**config.mk**
```make
export PLATFORM = sky130hd
export DESIGN_NAME = i2c_master_byte_engine_flat
export DESIGN_NICKNAME = d
export VERILOG_FILES = /design/src/hw/rtl/i2cm_pkg.sv /design/src/hw/rtl/i2cm_if.sv /design/src/hw/rtl/i2c_master_byte_engine.sv /design/src/hw/rtl/i2cm_front.sv /design/src/hw/rtl/i2cm_queue.sv /design/src/hw/rtl/i2cm_back.sv /design/src/flat_wrapper.sv
export SDC_FILE = /design/constraint.sdc
export NUM_CORES = 1
export LEC_CHECK = 0
export BUFFER_PORTS_ARGS = -buffer_cell sky130_fd_sc_hd__buf_4
export CORE_UTILIZATION = 58
export DETAILED_ROUTE_END_ITERATION = 10
export GPL_TIMING_DRIVEN = 1
export PLACE_DENSITY_LB_ADDON = 0.08
export SLEW_MARGIN = 20
export SYNTH_ARGS = -nofsm -noshare
export SYNTH_HDL_FRONTEND = slang
export SYNTH_HIERARCHICAL = 1
export SYNTH_SLANG_ARGS = --single-unit
```
**constraint.sdc**
```tcl
create_clock -name clk -period 4.38 [get_ports clk]
set_clock_uncertainty 0.1 [all_clocks]
set_input_delay 0.876 -clock clk [delete_from_list [all_inputs] [get_ports clk]]
set_output_delay 0.876 -clock clk [all_outputs]
set_load 0.01 [all_outputs]
```
**src/hw/rtl/i2cm_pkg.sv**
```systemverilog
// ----------------------------------------------------------------------------
// I2C master byte engine package
// Shared widths, codes, reset values and the queue entry type.
// ----------------------------------------------------------------------------
package i2cm_pkg;

    localparam int ACTION_W     = 3;
    localparam int BYTE_W       = 8;
    localparam int UNIT_W       = 16;
    localparam int TIMEOUT_W    = 8;
    localparam int BIT_CNT_W    = 4;
    localparam int SUB_W        = 2;
    localparam int CFG_DATA_W   = 16;
    localparam int CFG_INDEX_W  = 1;
    localparam int QUEUE_DEPTH  = 2;

    localparam logic [UNIT_W-1:0]    UNIT_TICKS_RESET  = 16'd128;
    localparam logic [TIMEOUT_W-1:0] ACK_TIMEOUT_RESET = 8'd250;
    localparam logic [BIT_CNT_W-1:0] BYTE_BITS         = 4'd8;
    localparam logic [BYTE_W-1:0]    BYTE_MSB_MASK     = 8'h80;

    localparam logic [ACTION_W-1:0] ACT_START = 3'd1;
    localparam logic [ACTION_W-1:0] ACT_STOP  = 3'd2;
    localparam logic [ACTION_W-1:0] ACT_WRITE = 3'd3;
    localparam logic [ACTION_W-1:0] ACT_READ  = 3'd4;
    localparam logic [ACTION_W-1:0] ACT_WAIT  = 3'd5;

    typedef enum logic [CFG_INDEX_W-1:0] {
        REG_UNIT_TICKS  = 1'b0,
        REG_ACK_TIMEOUT = 1'b1
    } cfg_reg_t;

    typedef enum logic [2:0] {
        CMD_TICK,
        CMD_START,
        CMD_STOP,
        CMD_WRITE,
        CMD_READ,
        CMD_WAIT
    } cmd_t;

    typedef struct packed {
        cmd_t               cmd;
        logic [BYTE_W-1:0]  write_data;
        logic               send_ack;
        logic               sda_in;
    } cmd_item_t;

endpackage

```
**src/hw/rtl/i2cm_if.sv**
```systemverilog
// ----------------------------------------------------------------------------
// I2C master byte engine channels
// Request channel (one tick of the bus engine) and result channel.
// ----------------------------------------------------------------------------
interface i2cm_cmd_if;
    logic                            valid;
    logic                            ready;
    logic [i2cm_pkg::ACTION_W-1:0]   action;
    logic [i2cm_pkg::BYTE_W-1:0]     write_data;
    logic                            send_ack;
    logic                            sda_in;

    modport source (output valid, output action, output write_data,
                    output send_ack, output sda_in, input ready);
    modport sink   (input valid, input action, input write_data,
                    input send_ack, input sda_in, output ready);
endinterface

interface i2cm_rsp_if;
    logic                            valid;
    logic                            ready;
    logic                            scl_out;
    logic                            sda_out;
    logic                            sda_drive;
    logic                            busy_res;
    logic                            done_res;
    logic [i2cm_pkg::BYTE_W-1:0]     read_data;
    logic                            ack_failed;

    modport source (output valid, output scl_out, output sda_out,
                    output sda_drive, output busy_res, output done_res,
                    output read_data, output ack_failed, input ready);
    modport sink   (input valid, input scl_out, input sda_out,
                    input sda_drive, input busy_res, input done_res,
                    input read_data, input ack_failed, output ready);
endinterface

```
**src/hw/rtl/i2c_master_byte_engine.sv**
```systemverilog
// ----------------------------------------------------------------------------
// I2C master byte engine
// Tick-driven I2C master: start, stop, write byte, read byte, wait for ack.
// ----------------------------------------------------------------------------
// Usage:
//   cmd carries one request per engine tick: action, write_data, send_ack
//   and the sampled sda_in. Every request, including tick-only ones, yields
//   exactly one result on rsp with the bus levels and status after that tick.
//   A command action is taken only while the engine is idle; otherwise the
//   request just advances the current command.
//   A request accepted on cmd is decoded into a two-entry queue, stepped by
//   the engine and held in the result register, from which rsp offers it.
//   Throughput is one request per cycle while rsp is not stalled, set by the
//   single engine state update per cycle.
//   When rsp stalls, the result register holds and the queue fills; cmd.ready
//   drops once both queue entries are taken.
//   Reset: unit_ticks 128, ack_timeout_units 250, engine idle, SCL and SDA
//   released. cfg_we/cfg_index/cfg_data write a register on a clock edge;
//   write only while no request is in flight.
// ----------------------------------------------------------------------------
module i2c_master_byte_engine (
    input  logic                                clk,
    input  logic                                rst_n,
    input  logic                                cfg_we,
    input  logic [i2cm_pkg::CFG_INDEX_W-1:0]    cfg_index,
    input  logic [i2cm_pkg::CFG_DATA_W-1:0]     cfg_data,
    i2cm_cmd_if.sink                            cmd,
    i2cm_rsp_if.source                          rsp
);

    logic                  queue_full;
    logic                  push;
    i2cm_pkg::cmd_item_t   push_item;
    logic                  pop;
    logic                  pop_valid;
    i2cm_pkg::cmd_item_t   pop_item;

    i2cm_front u_front (
        .cmd        (cmd),
        .queue_full (queue_full),
        .push       (push),
        .push_item  (push_item)
    );

    i2cm_queue u_queue (
        .clk       (clk),
        .rst_n     (rst_n),
        .push      (push),
        .push_item (push_item),
        .full      (queue_full),
        .pop       (pop),
        .pop_valid (pop_valid),
        .pop_item  (pop_item)
    );

    i2cm_back u_back (
        .clk        (clk),
        .rst_n      (rst_n),
        .cfg_we     (cfg_we),
        .cfg_index  (cfg_index),
        .cfg_data   (cfg_data),
        .item_valid (pop_valid),
        .item       (pop_item),
        .item_pop   (pop),
        .rsp        (rsp)
    );

endmodule

```
**src/hw/rtl/i2cm_front.sv**
```systemverilog
// ----------------------------------------------------------------------------
// I2C master front end
// Accepts requests and decodes the action code into a command.
// ----------------------------------------------------------------------------
module i2cm_front (
    i2cm_cmd_if.sink              cmd,
    input  logic                  queue_full,
    output logic                  push,
    output i2cm_pkg::cmd_item_t   push_item
);

    i2cm_pkg::cmd_t cmd_dec;

    always_comb
    begin
        unique case (cmd.action)
            i2cm_pkg::ACT_START: cmd_dec = i2cm_pkg::CMD_START;
            i2cm_pkg::ACT_STOP:  cmd_dec = i2cm_pkg::CMD_STOP;
            i2cm_pkg::ACT_WRITE: cmd_dec = i2cm_pkg::CMD_WRITE;
            i2cm_pkg::ACT_READ:  cmd_dec = i2cm_pkg::CMD_READ;
            i2cm_pkg::ACT_WAIT:  cmd_dec = i2cm_pkg::CMD_WAIT;
            default:             cmd_dec = i2cm_pkg::CMD_TICK;
        endcase
    end

    assign cmd.ready            = !queue_full;
    assign push                 = cmd.valid && !queue_full;
    assign push_item.cmd        = cmd_dec;
    assign push_item.write_data = cmd.write_data;
    assign push_item.send_ack   = cmd.send_ack;
    assign push_item.sda_in     = cmd.sda_in;

endmodule

```
**src/hw/rtl/i2cm_queue.sv**
```systemverilog
// ----------------------------------------------------------------------------
// I2C master request queue
// Short FIFO between the front end and the bus engine.
// ----------------------------------------------------------------------------
module i2cm_queue (
    input  logic                  clk,
    input  logic                  rst_n,
    input  logic                  push,
    input  i2cm_pkg::cmd_item_t   push_item,
    output logic                  full,
    input  logic                  pop,
    output logic                  pop_valid,
    output i2cm_pkg::cmd_item_t   pop_item
);

    localparam int PTR_W = (i2cm_pkg::QUEUE_DEPTH > 1) ? $clog2(i2cm_pkg::QUEUE_DEPTH) : 1;
    localparam int CNT_W = $clog2(i2cm_pkg::QUEUE_DEPTH + 1);
    localparam logic [PTR_W-1:0] LAST_PTR = PTR_W'(i2cm_pkg::QUEUE_DEPTH - 1);
    localparam logic [CNT_W-1:0] DEPTH_CNT = CNT_W'(i2cm_pkg::QUEUE_DEPTH);

    i2cm_pkg::cmd_item_t entry_mem [i2cm_pkg::QUEUE_DEPTH];

    logic [PTR_W-1:0] wr_ptr_reg;
    logic [PTR_W-1:0] rd_ptr_reg;
    logic [CNT_W-1:0] count_reg;
    logic             do_pop;

    assign full      = (count_reg == DEPTH_CNT);
    assign pop_valid = (count_reg != '0);
    assign pop_item  = entry_mem[rd_ptr_reg];
    assign do_pop    = pop && pop_valid;

    always_ff @(posedge clk)
    begin
        if (push)
        begin
            entry_mem[wr_ptr_reg] <= push_item;
        end
    end

    always_ff @(posedge clk or negedge rst_n)
    begin
        if (!rst_n)
        begin
            wr_ptr_reg <= '0;
            rd_ptr_reg <= '0;
            count_reg  <= '0;
        end
        else
        begin
            if (push)
            begin
                wr_ptr_reg <= (wr_ptr_reg == LAST_PTR) ? '0 : wr_ptr_reg + 1'b1;
            end
            if (do_pop)
            begin
                rd_ptr_reg <= (rd_ptr_reg == LAST_PTR) ? '0 : rd_ptr_reg + 1'b1;
            end
            if (push && !do_pop)
            begin
                count_reg <= count_reg + 1'b1;
            end
            else if (do_pop && !push)
            begin
                count_reg <= count_reg - 1'b1;
            end
        end
    end

endmodule

```
**src/hw/rtl/i2cm_back.sv**
```systemverilog
// ----------------------------------------------------------------------------
// I2C master bus engine
// Steps the bit-level state machine once per tick and registers the result.
// ----------------------------------------------------------------------------
module i2cm_back (
    input  logic                                clk,
    input  logic                                rst_n,
    input  logic                                cfg_we,
    input  logic [i2cm_pkg::CFG_INDEX_W-1:0]    cfg_index,
    input  logic [i2cm_pkg::CFG_DATA_W-1:0]     cfg_data,
    input  logic                                item_valid,
    input  i2cm_pkg::cmd_item_t                 item,
    output logic                                item_pop,
    i2cm_rsp_if.source                          rsp
);

    typedef enum logic [3:0] {
        PH_IDLE,
        PH_START,
        PH_STOP,
        PH_WRITE,
        PH_READ,
        PH_READ_ACK,
        PH_WAIT,
        PH_FAIL_STOP
    } phase_t;

    localparam int UW = i2cm_pkg::UNIT_W;
    localparam int TW = i2cm_pkg::TIMEOUT_W;
    localparam int BW = i2cm_pkg::BYTE_W;
    localparam int CW = i2cm_pkg::BIT_CNT_W;
    localparam int SW = i2cm_pkg::SUB_W;

    localparam logic [SW-1:0] SUB0 = SW'(0);
    localparam logic [SW-1:0] SUB1 = SW'(1);
    localparam logic [SW-1:0] SUB2 = SW'(2);
    localparam logic [SW-1:0] SUB3 = SW'(3);

    logic [UW-1:0] unit_ticks_reg;
    logic [TW-1:0] ack_timeout_reg;

    phase_t        phase_reg,    phase_next;
    logic [UW-1:0] unit_cnt_reg, unit_cnt_next;
    logic [SW-1:0] sub_reg,      sub_next;
    logic [CW-1:0] bit_cnt_reg,  bit_cnt_next;
    logic [BW-1:0] shift_reg,    shift_next;
    logic [TW-1:0] poll_reg,     poll_next;
    logic          scl_reg,      scl_next;
    logic          sda_reg,      sda_next;
    logic          drv_reg,      drv_next;
    logic          ackc_reg,     ackc_next;
    logic [BW-1:0] latch_reg,    latch_next;
    logic          done_next;
    logic          fail_next;

    logic          out_valid_reg;
    logic          scl_out_reg;
    logic          sda_out_reg;
    logic          sda_drive_reg;
    logic          busy_reg;
    logic          done_reg;
    logic [BW-1:0] read_data_reg;
    logic          ack_failed_reg;

    logic [UW-1:0] unit_lim;
    logic [UW-1:0] cnt_inc;
    logic [CW-1:0] bit_inc;
    logic          fire;

    assign fire     = item_valid && (!out_valid_reg || rsp.ready);
    assign item_pop = fire;
    assign unit_lim = (unit_ticks_reg == '0) ? UW'(1) : unit_ticks_reg;
    assign cnt_inc  = unit_cnt_reg + 1'b1;
    assign bit_inc  = bit_cnt_reg + 1'b1;

    always_comb
    begin
        phase_next    = phase_reg;
        unit_cnt_next = unit_cnt_reg;
        sub_next      = sub_reg;
        bit_cnt_next  = bit_cnt_reg;
        shift_next    = shift_reg;
        poll_next     = poll_reg;
        scl_next      = scl_reg;
        sda_next      = sda_reg;
        drv_next      = drv_reg;
        ackc_next     = ackc_reg;
        latch_next    = latch_reg;
        done_next     = 1'b0;
        fail_next     = 1'b0;

        if (phase_reg == PH_IDLE)
        begin
            if (item.cmd != i2cm_pkg::CMD_TICK)
            begin
                unit_cnt_next = '0;
                sub_next      = SUB0;
                bit_cnt_next  = '0;
                poll_next     = '0;
            end
            unique case (item.cmd)
                i2cm_pkg::CMD_START:
                begin
                    phase_next = PH_START;
                    drv_next   = 1'b1;
                    scl_next   = 1'b1;
                    sda_next   = 1'b1;
                end
                i2cm_pkg::CMD_STOP:
                begin
                    phase_next = PH_STOP;
                    drv_next   = 1'b1;
                    scl_next   = 1'b0;
                    sda_next   = 1'b0;
                end
                i2cm_pkg::CMD_WRITE:
                begin
                    phase_next = PH_WRITE;
                    drv_next   = 1'b1;
                    scl_next   = 1'b0;
                    shift_next = item.write_data;
                    sda_next   = |(item.write_data & i2cm_pkg::BYTE_MSB_MASK);
                end
                i2cm_pkg::CMD_READ:
                begin
                    phase_next = PH_READ;
                    drv_next   = 1'b0;
                    sda_next   = 1'b1;
                    scl_next   = 1'b0;
                    shift_next = '0;
                    ackc_next  = item.send_ack;
                end
                i2cm_pkg::CMD_WAIT:
                begin
                    phase_next = PH_WAIT;
                    drv_next   = 1'b0;
                    sda_next   = 1'b1;
                    scl_next   = 1'b1;
                end
                default:
                begin
                end
            endcase
        end
        else
        begin
            unit_cnt_next = cnt_inc;
            if (cnt_inc >= unit_lim)
            begin
                unit_cnt_next = '0;
                unique case (phase_reg)
                    PH_START:
                    begin
                        if (sub_reg == SUB0)
                        begin
                            sda_next = 1'b0;
                            sub_next = SUB1;
                        end
                        else
                        begin
                            scl_next   = 1'b0;
                            phase_next = PH_IDLE;
                            sub_next   = SUB0;
                            done_next  = 1'b1;
                        end
                    end
                    PH_STOP:
                    begin
                        if (sub_reg == SUB0)
                        begin
                            scl_next = 1'b1;
                            sub_next = SUB1;
                        end
                        else
                        begin
                            sda_next   = 1'b1;
                            phase_next = PH_IDLE;
                            sub_next   = SUB0;
                            done_next  = 1'b1;
                        end
                    end
                    PH_FAIL_STOP:
                    begin
                        if (sub_reg == SUB0)
                        begin
                            scl_next = 1'b1;
                            sub_next = SUB1;
                        end
                        else
                        begin
                            sda_next   = 1'b1;
                            scl_next   = 1'b0;
                            fail_next  = 1'b1;
                            phase_next = PH_IDLE;
                            sub_next   = SUB0;
                            done_next  = 1'b1;
                        end
                    end
                    PH_WAIT:
                    begin
                        if (sub_reg == SUB0)
                        begin
                            if (!item.sda_in)
                            begin
                                scl_next   = 1'b0;
                                phase_next = PH_IDLE;
                                sub_next   = SUB0;
                                done_next  = 1'b1;
                            end
                            else
                            begin
                                poll_next = '0;
                                sub_next  = SUB1;
                            end
                        end
                        else if (poll_reg >= ack_timeout_reg)
                        begin
                            drv_next   = 1'b1;
                            scl_next   = 1'b0;
                            sda_next   = 1'b0;
                            phase_next = PH_FAIL_STOP;
                            sub_next   = SUB0;
                        end
                        else if (!item.sda_in)
                        begin
                            scl_next   = 1'b0;
                            phase_next = PH_IDLE;
                            sub_next   = SUB0;
                            done_next  = 1'b1;
                        end
                        else
                        begin
                            poll_next = poll_reg + 1'b1;
                        end
                    end
                    PH_WRITE:
                    begin
                        case (sub_reg)
                            SUB0:
                            begin
                                scl_next = 1'b1;
                                sub_next = SUB1;
                            end
                            SUB1:
                            begin
                                sub_next = SUB2;
                            end
                            SUB2:
                            begin
                                scl_next = 1'b0;
                                sub_next = SUB3;
                            end
                            default:
                            begin
                                shift_next   = {shift_reg[BW-2:0], 1'b0};
                                bit_cnt_next = bit_inc;
                                if (bit_inc >= i2cm_pkg::BYTE_BITS)
                                begin
                                    phase_next = PH_IDLE;
                                    sub_next   = SUB0;
                                    done_next  = 1'b1;
                                end
                                else
                                begin
                                    sda_next = shift_reg[BW-2];
                                    sub_next = SUB0;
                                end
                            end
                        endcase
                    end
                    PH_READ:
                    begin
                        if (sub_reg == SUB0)
                        begin
                            scl_next   = 1'b1;
                            shift_next = {shift_reg[BW-2:0], item.sda_in};
                            sub_next   = SUB1;
                        end
                        else if (sub_reg == SUB1)
                        begin
                            sub_next = SUB2;
                        end
                        else
                        begin
                            bit_cnt_next = bit_inc;
                            scl_next     = 1'b0;
                            sub_next     = SUB0;
                            if (bit_inc >= i2cm_pkg::BYTE_BITS)
                            begin
                                phase_next = PH_READ_ACK;
                            end
                        end
                    end
                    PH_READ_ACK:
                    begin
                        if (sub_reg == SUB0)
                        begin
                            drv_next = 1'b1;
                            sda_next = !ackc_reg;
                            sub_next = SUB1;
                        end
                        else if (sub_reg == SUB1)
                        begin
                            scl_next = 1'b1;
                            sub_next = SUB2;
                        end
                        else
                        begin
                            scl_next   = 1'b0;
                            latch_next = shift_reg;
                            phase_next = PH_IDLE;
                            sub_next   = SUB0;
                            done_next  = 1'b1;
                        end
                    end
                    default:
                    begin
                        phase_next = PH_IDLE;
                        sub_next   = SUB0;
                    end
                endcase
            end
        end
    end

    always_ff @(posedge clk or negedge rst_n)
    begin
        if (!rst_n)
        begin
            unit_ticks_reg  <= i2cm_pkg::UNIT_TICKS_RESET;
            ack_timeout_reg <= i2cm_pkg::ACK_TIMEOUT_RESET;
            phase_reg       <= PH_IDLE;
            unit_cnt_reg    <= '0;
            sub_reg         <= SUB0;
            bit_cnt_reg     <= '0;
            shift_reg       <= '0;
            poll_reg        <= '0;
            scl_reg         <= 1'b1;
            sda_reg         <= 1'b1;
            drv_reg         <= 1'b0;
            ackc_reg        <= 1'b0;
            latch_reg       <= '0;
            out_valid_reg   <= 1'b0;
            scl_out_reg     <= 1'b1;
            sda_out_reg     <= 1'b1;
            sda_drive_reg   <= 1'b0;
            busy_reg        <= 1'b0;
            done_reg        <= 1'b0;
            read_data_reg   <= '0;
            ack_failed_reg  <= 1'b0;
        end
        else
        begin
            if (cfg_we)
            begin
                unique case (cfg_index)
                    i2cm_pkg::REG_UNIT_TICKS:  unit_ticks_reg  <= cfg_data[UW-1:0];
                    i2cm_pkg::REG_ACK_TIMEOUT: ack_timeout_reg <= cfg_data[TW-1:0];
                    default:
                    begin
                    end
                endcase
            end
            if (fire)
            begin
                phase_reg      <= phase_next;
                unit_cnt_reg   <= unit_cnt_next;
                sub_reg        <= sub_next;
                bit_cnt_reg    <= bit_cnt_next;
                shift_reg      <= shift_next;
                poll_reg       <= poll_next;
                scl_reg        <= scl_next;
                sda_reg        <= sda_next;
                drv_reg        <= drv_next;
                ackc_reg       <= ackc_next;
                latch_reg      <= latch_next;
                out_valid_reg  <= 1'b1;
                scl_out_reg    <= scl_next;
                sda_out_reg    <= drv_next ? sda_next : 1'b1;
                sda_drive_reg  <= drv_next;
                busy_reg       <= (phase_next != PH_IDLE);
                done_reg       <= done_next;
                read_data_reg  <= latch_next;
                ack_failed_reg <= done_next && fail_next;
            end
            else if (rsp.ready)
            begin
                out_valid_reg <= 1'b0;
            end
        end
    end

    assign rsp.valid      = out_valid_reg;
    assign rsp.scl_out    = scl_out_reg;
    assign rsp.sda_out    = sda_out_reg;
    assign rsp.sda_drive  = sda_drive_reg;
    assign rsp.busy_res   = busy_reg;
    assign rsp.done_res   = done_reg;
    assign rsp.read_data  = read_data_reg;
    assign rsp.ack_failed = ack_failed_reg;

    a_done_not_busy: assert property (@(posedge clk) disable iff (!rst_n)
        out_valid_reg && done_reg |-> !busy_reg)
        else $error("done reported while still busy");

    a_fail_with_done: assert property (@(posedge clk) disable iff (!rst_n)
        ack_failed_reg |-> done_reg)
        else $error("ack failure without done");

    a_idle_count_clear: assert property (@(posedge clk) disable iff (!rst_n)
        phase_reg == PH_IDLE |-> unit_cnt_reg == '0 && sub_reg == SUB0)
        else $error("idle with unit count or step pending");

    a_bit_count_range: assert property (@(posedge clk) disable iff (!rst_n)
        bit_cnt_reg <= i2cm_pkg::BYTE_BITS)
        else $error("bit count past one byte");

    a_last_step_write_only: assert property (@(posedge clk) disable iff (!rst_n)
        sub_reg == SUB3 |-> phase_reg == PH_WRITE)
        else $error("fourth step outside write byte");

endmodule
```
**src/flat_wrapper.sv**
```systemverilog
// flat-port wrapper written by rule: the top's interface ports become plain ports
module i2c_master_byte_engine_flat 
  (clk, rst_n, cfg_we, cfg_index, cfg_data, cmd_valid, cmd_action, cmd_write_data, cmd_send_ack, cmd_sda_in, cmd_ready, rsp_valid, rsp_scl_out, rsp_sda_out, rsp_sda_drive, rsp_busy_res, rsp_done_res, rsp_read_data, rsp_ack_failed, rsp_ready);
  i2cm_cmd_if cmd_i ();
  i2cm_rsp_if rsp_i ();
  input  logic clk;
  input  logic rst_n;
  input  logic cfg_we;
  input  logic [i2cm_pkg::CFG_INDEX_W-1:0] cfg_index;
  input  logic [i2cm_pkg::CFG_DATA_W-1:0] cfg_data;
  input wire logic [$bits(cmd_i.valid)-1:0] cmd_valid;
  input wire logic [$bits(cmd_i.action)-1:0] cmd_action;
  input wire logic [$bits(cmd_i.write_data)-1:0] cmd_write_data;
  input wire logic [$bits(cmd_i.send_ack)-1:0] cmd_send_ack;
  input wire logic [$bits(cmd_i.sda_in)-1:0] cmd_sda_in;
  output wire logic [$bits(cmd_i.ready)-1:0] cmd_ready;
  output wire logic [$bits(rsp_i.valid)-1:0] rsp_valid;
  output wire logic [$bits(rsp_i.scl_out)-1:0] rsp_scl_out;
  output wire logic [$bits(rsp_i.sda_out)-1:0] rsp_sda_out;
  output wire logic [$bits(rsp_i.sda_drive)-1:0] rsp_sda_drive;
  output wire logic [$bits(rsp_i.busy_res)-1:0] rsp_busy_res;
  output wire logic [$bits(rsp_i.done_res)-1:0] rsp_done_res;
  output wire logic [$bits(rsp_i.read_data)-1:0] rsp_read_data;
  output wire logic [$bits(rsp_i.ack_failed)-1:0] rsp_ack_failed;
  input wire logic [$bits(rsp_i.ready)-1:0] rsp_ready;
  assign cmd_i.valid = cmd_valid;
  assign cmd_i.action = cmd_action;
  assign cmd_i.write_data = cmd_write_data;
  assign cmd_i.send_ack = cmd_send_ack;
  assign cmd_i.sda_in = cmd_sda_in;
  assign cmd_ready = cmd_i.ready;
  assign rsp_valid = rsp_i.valid;
  assign rsp_scl_out = rsp_i.scl_out;
  assign rsp_sda_out = rsp_i.sda_out;
  assign rsp_sda_drive = rsp_i.sda_drive;
  assign rsp_busy_res = rsp_i.busy_res;
  assign rsp_done_res = rsp_i.done_res;
  assign rsp_read_data = rsp_i.read_data;
  assign rsp_ack_failed = rsp_i.ack_failed;
  assign rsp_i.ready = rsp_ready;
  i2c_master_byte_engine u_core (.clk(clk), .rst_n(rst_n), .cfg_we(cfg_we), .cfg_index(cfg_index), .cfg_data(cfg_data), .cmd(cmd_i), .rsp(rsp_i));
endmodule
```
==> impl_metrics.tcl, run 1 <==
set metrics [dict create \
    status "finished, final reports clean" \
    drcViolationCount 0 \
    r2r_slack_ns 0.50 \
    arrival_ns 4.19 \
    wirelength_um 14500 \
    fin_crit_ns 3.88 \
    drv_cap 0 \
    synth_largest_area_cell "dfrtp_1" \
    path_clk_slew_ns 0.06 \
    synth_nets 712 \
    viasPerCell 6.04 \
    synth-xor-area-share_pct 2.71 \
    regToRegEndpoint "u_core/u_back/rsp.read_data[4]" \
    max_freq_mhz 258 \
    drtIter0Drc 456 \
    final_nets 751 \
    synth_fa_ha_area_share_pct 6.78 \
    ys_warn_count 6 \
    grt_max_degree 61 \
    synth_compound_area_share_pct 15.7 \
    wl_per_cell_um 17.4 \
    area_delta_synth_final_pct 15.4 \
    leakagePower_uw 0.00332 \
    setup_tns_ns 0 \
    start_util_pct 59.6 \
    num_vias 5039 \
    clk_path_buf_depth 2 \
    track_usage_pct 27.2 \
    dp_hpwl_um 10300 \
    setup_viol 0 \
    required_ns 4.69 \
    seq_area_frac_synth_pct 46.0 \
    overflow 0 \
    diodes 0 \
    cts_tree "done" \
    hp-class "in -> async" \
    dieArea_um2 11600 \
    critical_path.startpoint "u_core/u_back/unit_cnt_reg[0]" \
    first_pass_iters 5 \
    synthFlopType "dfrtp_1" \
    synth_edf_count 26 \
    nFillCells 859 \
    cp-end-kind "flip-flop" \
    max_slew_margin_pct 34.3 \
    insertion_delay_ns 0.52 \
    hold_buffers 0 \
    final_max_slew_viol_count 0 \
    vdd_drop_max_uv 416 \
    ctsRootBufferMaster "clkbuf_8" \
    synth_top_family_by_area "compound AO/OA/AOI/OAI gates" \
    crit_end "u_core/u_back/rsp.read_data[4]" \
    worstMarginPinSlew_ns 0.981 \
    ys_types 70 \
    grt_antenna_before_repair 0 \
    io_buffers 50 \
    fin_util_pct 68.8 \
    grt_pass1_vias 4937 \
    ff2ff_path_depth 13 \
    grt_pass1_wl_um 24000 \
    reg2reg_from "u_core/u_back/unit_cnt_reg[0]" \
    ant_nets 0 \
    post_cts_buffers 0 \
    synth_area_leaders "dfrtp_1 30%, edfxtp_1 12%, mux2_2 7.1%, ha_1 6.8%, nand2_1 4.2%" \
    synth_area_um2 6460 \
    syn_area_per_cell_um2 10.1 \
    core-area_um2 10800 \
    synth_top_area_share_pct 29.8 \
    power_density_nw_per_um2 611 \
    gp_congestion 0.946 \
    crit_fanout 8 \
    cts_made_buffers 17 \
    fin_crit_sh_pct 88.6 \
    synth.area.mux_share_pct 8.08 \
    rows 38 \
    grt_setup_unrepaired "no" \
    largest_reg_flops 26 \
    critical_path_class "reg -> reg" \
    die_w_um 108 \
    synth_simple_gate_area_share_pct 15.0 \
    drive_gt1_share_pct 22.9 \
    cts_sinks 113 \
    synth_async_sr_flop_share_pct 77.0 \
    finalHoldViolations 0 \
    netlist_instances 642 \
    cts_resized 0 \
    die_h_um 108 \
    start_kind "flip-flop" \
    h-tree-depth 4 \
    ys_ff_latch 113 \
    boundaryPins 51 \
]
[cells in the mapped netlist, types with 8 or more instances]
cell	n
a21oi_1	22
a22o_1	8
buf_4	11
clkbuf_1	19
dfrtp_1	77
dfstp_2	10
edfxtp_1	26
ha_1	35
inv_1	49
mux2_2	41
nand2_1	73
nand3_1	30
nand4_1	9
nor2_1	29
nor4_1	9
o21ai_0	39
o22ai_1	11
xnor2_1	10
xor2_1	10
[critical path: stages, from the launching register on]
cell,delay [ns]
dfrtp_1,0.43
ha_1,0.27
nand3_1,0.16
nor2_1,0.30
nand3_1,0.21
nand2_1,0.11
nand2_1,0.05
ha_1,0.29
nand3_1,0.09
or3_4,0.42
a31oi_4,0.28
nor2_2,0.15
nor4_4,0.51
mux2_2,0.40
[report_power, final]
part / internal, uW / switching, uW / total [uW] / leakage (uW)
logic: 678 / 949 / 1630 / 0.00171
registers: 1360 / 254 / 1610 / 0.00133
clock network: 849 / 472 / 1320 / 0.000281
total: 2880 / 1680 / 4560 / 0.00332
[per-stage QoR]
stage / instance area [um^2] / total power [uW] / worst slack (ns) / hold slack, ns / cells
6_report: 7460 / 4560 / 0.501 / 0.332 / 834
5_1_grt: 7460 / 4860 / 0.181 / 0.384 / 834
4_1_cts: 7460 / 4570 / 0.516 / 0.341 / 834
3_5_place_dp: 6880 / 3230 / 0.520 / 0.376 / 802
3_3_place_gp: 6880 / 3150 / 0.627 / 0.366 / 802
2_1_floorplan: 6460 / 2780 / 0.950 / 0.355 / 642
[cell usage in the layout (no fill, tap or decap), types with 6 or more instances in the layout]
cell type  count
dfrtp_1       77
nand2_1       73
buf_4         55
inv_1         49
mux2_2        41
o21ai_0       39
ha_1          35
nand3_1       30
nor2_1        29
edfxtp_1      26
a21oi_1       22
clkbuf_16     16
o22ai_1       11
xor2_1        10
xnor2_1       10
dfstp_2       10
nand4_1        9
nor4_1         8
a22o_1         8
a211oi_1       6
mux2i_1        6
a31oi_1        6
[layer usage]
metal	wire length, um	part of all wire [%]	global-route usage, %
met1	6080	42	32.6
met2	7350	51	46.4
met3	692	4.8	6.78
met4	365	2.5	11.4
met5	0	0	0
[how the worst min path moves through the flow]
stage	slack, ns	endpoint
finish	0.33	u_core/u_back/unit_cnt_reg[9]
global route	0.38	u_core/u_back/unit_cnt_reg[9]
CTS	0.34	u_core/u_back/rsp.ack_failed
detailed placement	0.38	u_core/u_queue/wr_ptr_reg
global placement	0.37	u_core/u_back/rsp.done_res
floorplan	0.36	u_core/u_queue/wr_ptr_reg
[cells by family (layout without fill, tap and decap cells)]
group,after synthesis,in the layout
multiplexers,47,47
adder cells (fa/ha/maj),35,35
buffers and inverters,85,137
XOR/XNOR,20,20
AND/OR/NAND/NOR,195,195
flip-flops,113,113
AO/OA/AOI/OAI,147,147
[cell type report]
type                       count  area [um^2]  share of cell area, %
clock buffer                  22          463                   6.21
clock inverter                10          109                   1.46
inverter                      50          188                   2.52
multi-input combinational    444         3140                   42.1
sequential                   113         2970                   39.8
tap                          140          175                   2.35
timing repair buffer          55          413                   5.54
Power figures use the tool's default switching activity.
==> run 2, diff against run 1 <==
--- a/config.mk
+++ b/config.mk
@@ -6,7 +6,7 @@
 export NUM_CORES = 1
 export LEC_CHECK = 0
 export BUFFER_PORTS_ARGS = -buffer_cell sky130_fd_sc_hd__buf_4
-export CORE_UTILIZATION = 58
+export CORE_UTILIZATION = 60
 export DETAILED_ROUTE_END_ITERATION = 10
 export GPL_TIMING_DRIVEN = 1
 export PLACE_DENSITY_LB_ADDON = 0.08
==> run 2 against run 1 <==
Die area shrank 3.3%. Sequential share of layout area shrank 0.15 points. Maximum frequency shrank 0.71%. Utilization grew 3.4 points. Via count shrank 0.16%. Final cell count shrank 0.24%. Clock-buffer cell count shrank 2. Clock power grew 4%. First-iteration DRC count shrank 7.5%.
==> impl_metrics.tcl, run 2 (same netlist as run 1, synthesis figures left out) <==
set metrics [dict create \
    layout_common_cells "77 x dfrtp_1, 73 x nand2_1, 57 x buf_4, 49 x inv_1, 41 x mux2_2" \
    start_util_pct 62.3 \
    fin_crit_sh_pct 89.2 \
    cp_slowest_stage_delay_ns 0.53 \
    die_w_um 106 \
    critical_path_class "reg -> reg" \
    core-area_um2 10400 \
    boundaryPins 51 \
    grt_antenna_before_repair 0 \
    dieArea_um2 11200 \
    finalHoldViolations 0 \
    sw_frac_of_total_pct 36.0 \
    grt_setup_unrepaired "no" \
    grt_pass1_wl_um 24300 \
    io_buffers 50 \
    cp-end-kind "flip-flop" \
    worstMarginPinSlew_ns 0.779 \
    reg2reg_from "u_core/u_back/unit_cnt_reg[0]" \
    cp.depth 13 \
    overflow 0 \
    nFillCells 742 \
    crit_fanout 8 \
    worst-path-buf-inv 0 \
    wirelength_um 14600 \
    fin_crit_ns 3.91 \
    viasPerCell 6.05 \
    crit_chain "ha_1 -> nand3_1 -> nor2_1 -> nand3_1 -> nand2_1 -> nand2_1 -> ha_1 -> nand3_1 -> or3_4 -> a31oi_4 -> nor2_2 -> nor4_4 -> mux2_2" \
    h-tree-depth 4 \
    r2r_slack_ns 0.47 \
    required_ns 4.68 \
    num_vias 5031 \
    grt_pass1_vias 5093 \
    p_int_uw 2950 \
    rows 37 \
    hold_ws_ns 0.318 \
    p_clk_share_pct 29.6 \
    ff2ff_path_depth 13 \
    power_density_nw_per_um2 616 \
    die_h_um 106 \
    vdd_drop_max_uv 651 \
    setup_viol 0 \
    leakagePower_uw 0.00333 \
    crit_top_cell "nand3_1" \
    first_pass_iters 5 \
    final_max_slew_viol_count 0 \
    area_delta_synth_final_pct 15.9 \
    cts_resized 0 \
    cp_slowest_cell "nor4_4" \
    wl_per_cell_um 17.5 \
    crit_family "simple AND/OR/NAND/NOR gates" \
    track_usage_pct 28.3 \
    drcViolationCount 0 \
    hold_buffers 0 \
    post_cts_buffers 0 \
    drtIter0Drc 422 \
    drv_cap 0 \
    combPwrFrac_pct 35.4 \
    status "finished, final reports clean" \
    final_common_cell "dfrtp_1" \
    max_slew_margin_pct 48.1 \
    drive_gt1_share_pct 22.3 \
    crit_end "u_core/u_back/rsp.read_data[2]" \
    critical_path.startpoint "u_core/u_back/unit_cnt_reg[0]" \
    insertion_delay_ns 0.52 \
    clk_path_buf_depth 2 \
    start_kind "flip-flop" \
    gp_congestion 0.939 \
    max_freq_mhz 256 \
    setup_tns_ns 0 \
    multi_input_area_um2 3140 \
    pwr-share-seq_pct 35.0 \
    path_clk_slew_ns 0.05 \
    ant_nets 0 \
    diodes 0 \
    regToRegEndpoint "u_core/u_back/rsp.read_data[2]" \
    dp_hpwl_um 10600 \
    final_nets 753 \
    arrival_ns 4.20 \
    hp-class "in -> async" \
    netSwitchingPower_uw 1660 \
    largest_reg_flops 26 \
    ctsRootBufferMaster "clkbuf_8" \
    seq_area_um2 2970 \
    cts_sinks 113 \
    cts_made_buffers 17 \
    cts_tree "done" \
    grt_max_degree 59 \
]
run 2: cell count changes in the layout (fill, tap and decap cells not counted), sizes merged:
cell / change
buf: +2
bufinv: +2
clkbuf: -2
run 2: final cells by class:
class                           count  share of cell area, %
Clock buffer                       20                   5.68
Clock inverter                     12                   2.21
Inverter                           50                   2.51
Multi-Input combinational cell    444                   41.9
Sequential cell                   113                   39.7
Tap cell                          136                   2.27
Timing Repair Buffer               57                   5.72
run 2: how the worst min path moves through the flow:
stage	start	slack, ns	to
2_1_floorplan	u_core/u_queue/wr_ptr_reg	0.36	u_core/u_queue/wr_ptr_reg
3_3_place_gp	u_core/u_back/rsp.done_res	0.37	u_core/u_back/rsp.done_res
3_5_place_dp	u_core/u_queue/wr_ptr_reg	0.38	u_core/u_queue/wr_ptr_reg
4_1_cts	rst_n	0.34	u_core/u_back/rsp.ack_failed
5_1_grt	rst_n	0.37	u_core/u_back/rsp.ack_failed
6_report	rst_n	0.32	u_core/u_back/unit_cnt_reg[15]
run 2: through the flow:
| step | utilization [%] | std cells | setup slack, ns | power, uW | cell area [um^2] |
|---|---|---|---|---|---|
| 3_5_place_dp | 66.5 | 800 | 0.485 | 3230 | 6890 |
| 3_3_place_gp | 66.5 | 800 | 0.631 | 3170 | 6890 |
| 2_1_floorplan | - | 642 | 0.950 | 2780 | 6460 |
| 5_1_grt | 72.2 | 832 | 0.217 | 4910 | 7490 |
| 6_report | 72.2 | 832 | 0.473 | 4610 | 7490 |
| 4_1_cts | 72.2 | 832 | 0.484 | 4630 | 7480 |
run 2: power groups by stage:
stage          Sequential (uW)  Clock, uW  Combinational [uW]
2_1_floorplan             1520          0                1260
3_3_place_gp              1610          0                1560
3_5_place_dp              1620          0                1610
4_1_cts                   1610       1400                1630
5_1_grt                   1650       1440                1820
6_report                  1610       1370                1630
run 2: routing by layer:
| layer | share of wire, % | global-route usage [%] | vias up |
|---|---|---|---|
| met5 | 0 | 0 | - |
| met4 | 3.5 | 13.9 | 0 |
| met3 | 5.0 | 7.30 | 34 |
| met2 | 50 | 48.2 | 167 |
| met1 | 41 | 33.2 | 2438 |
| li1 | - | - | 2392 |
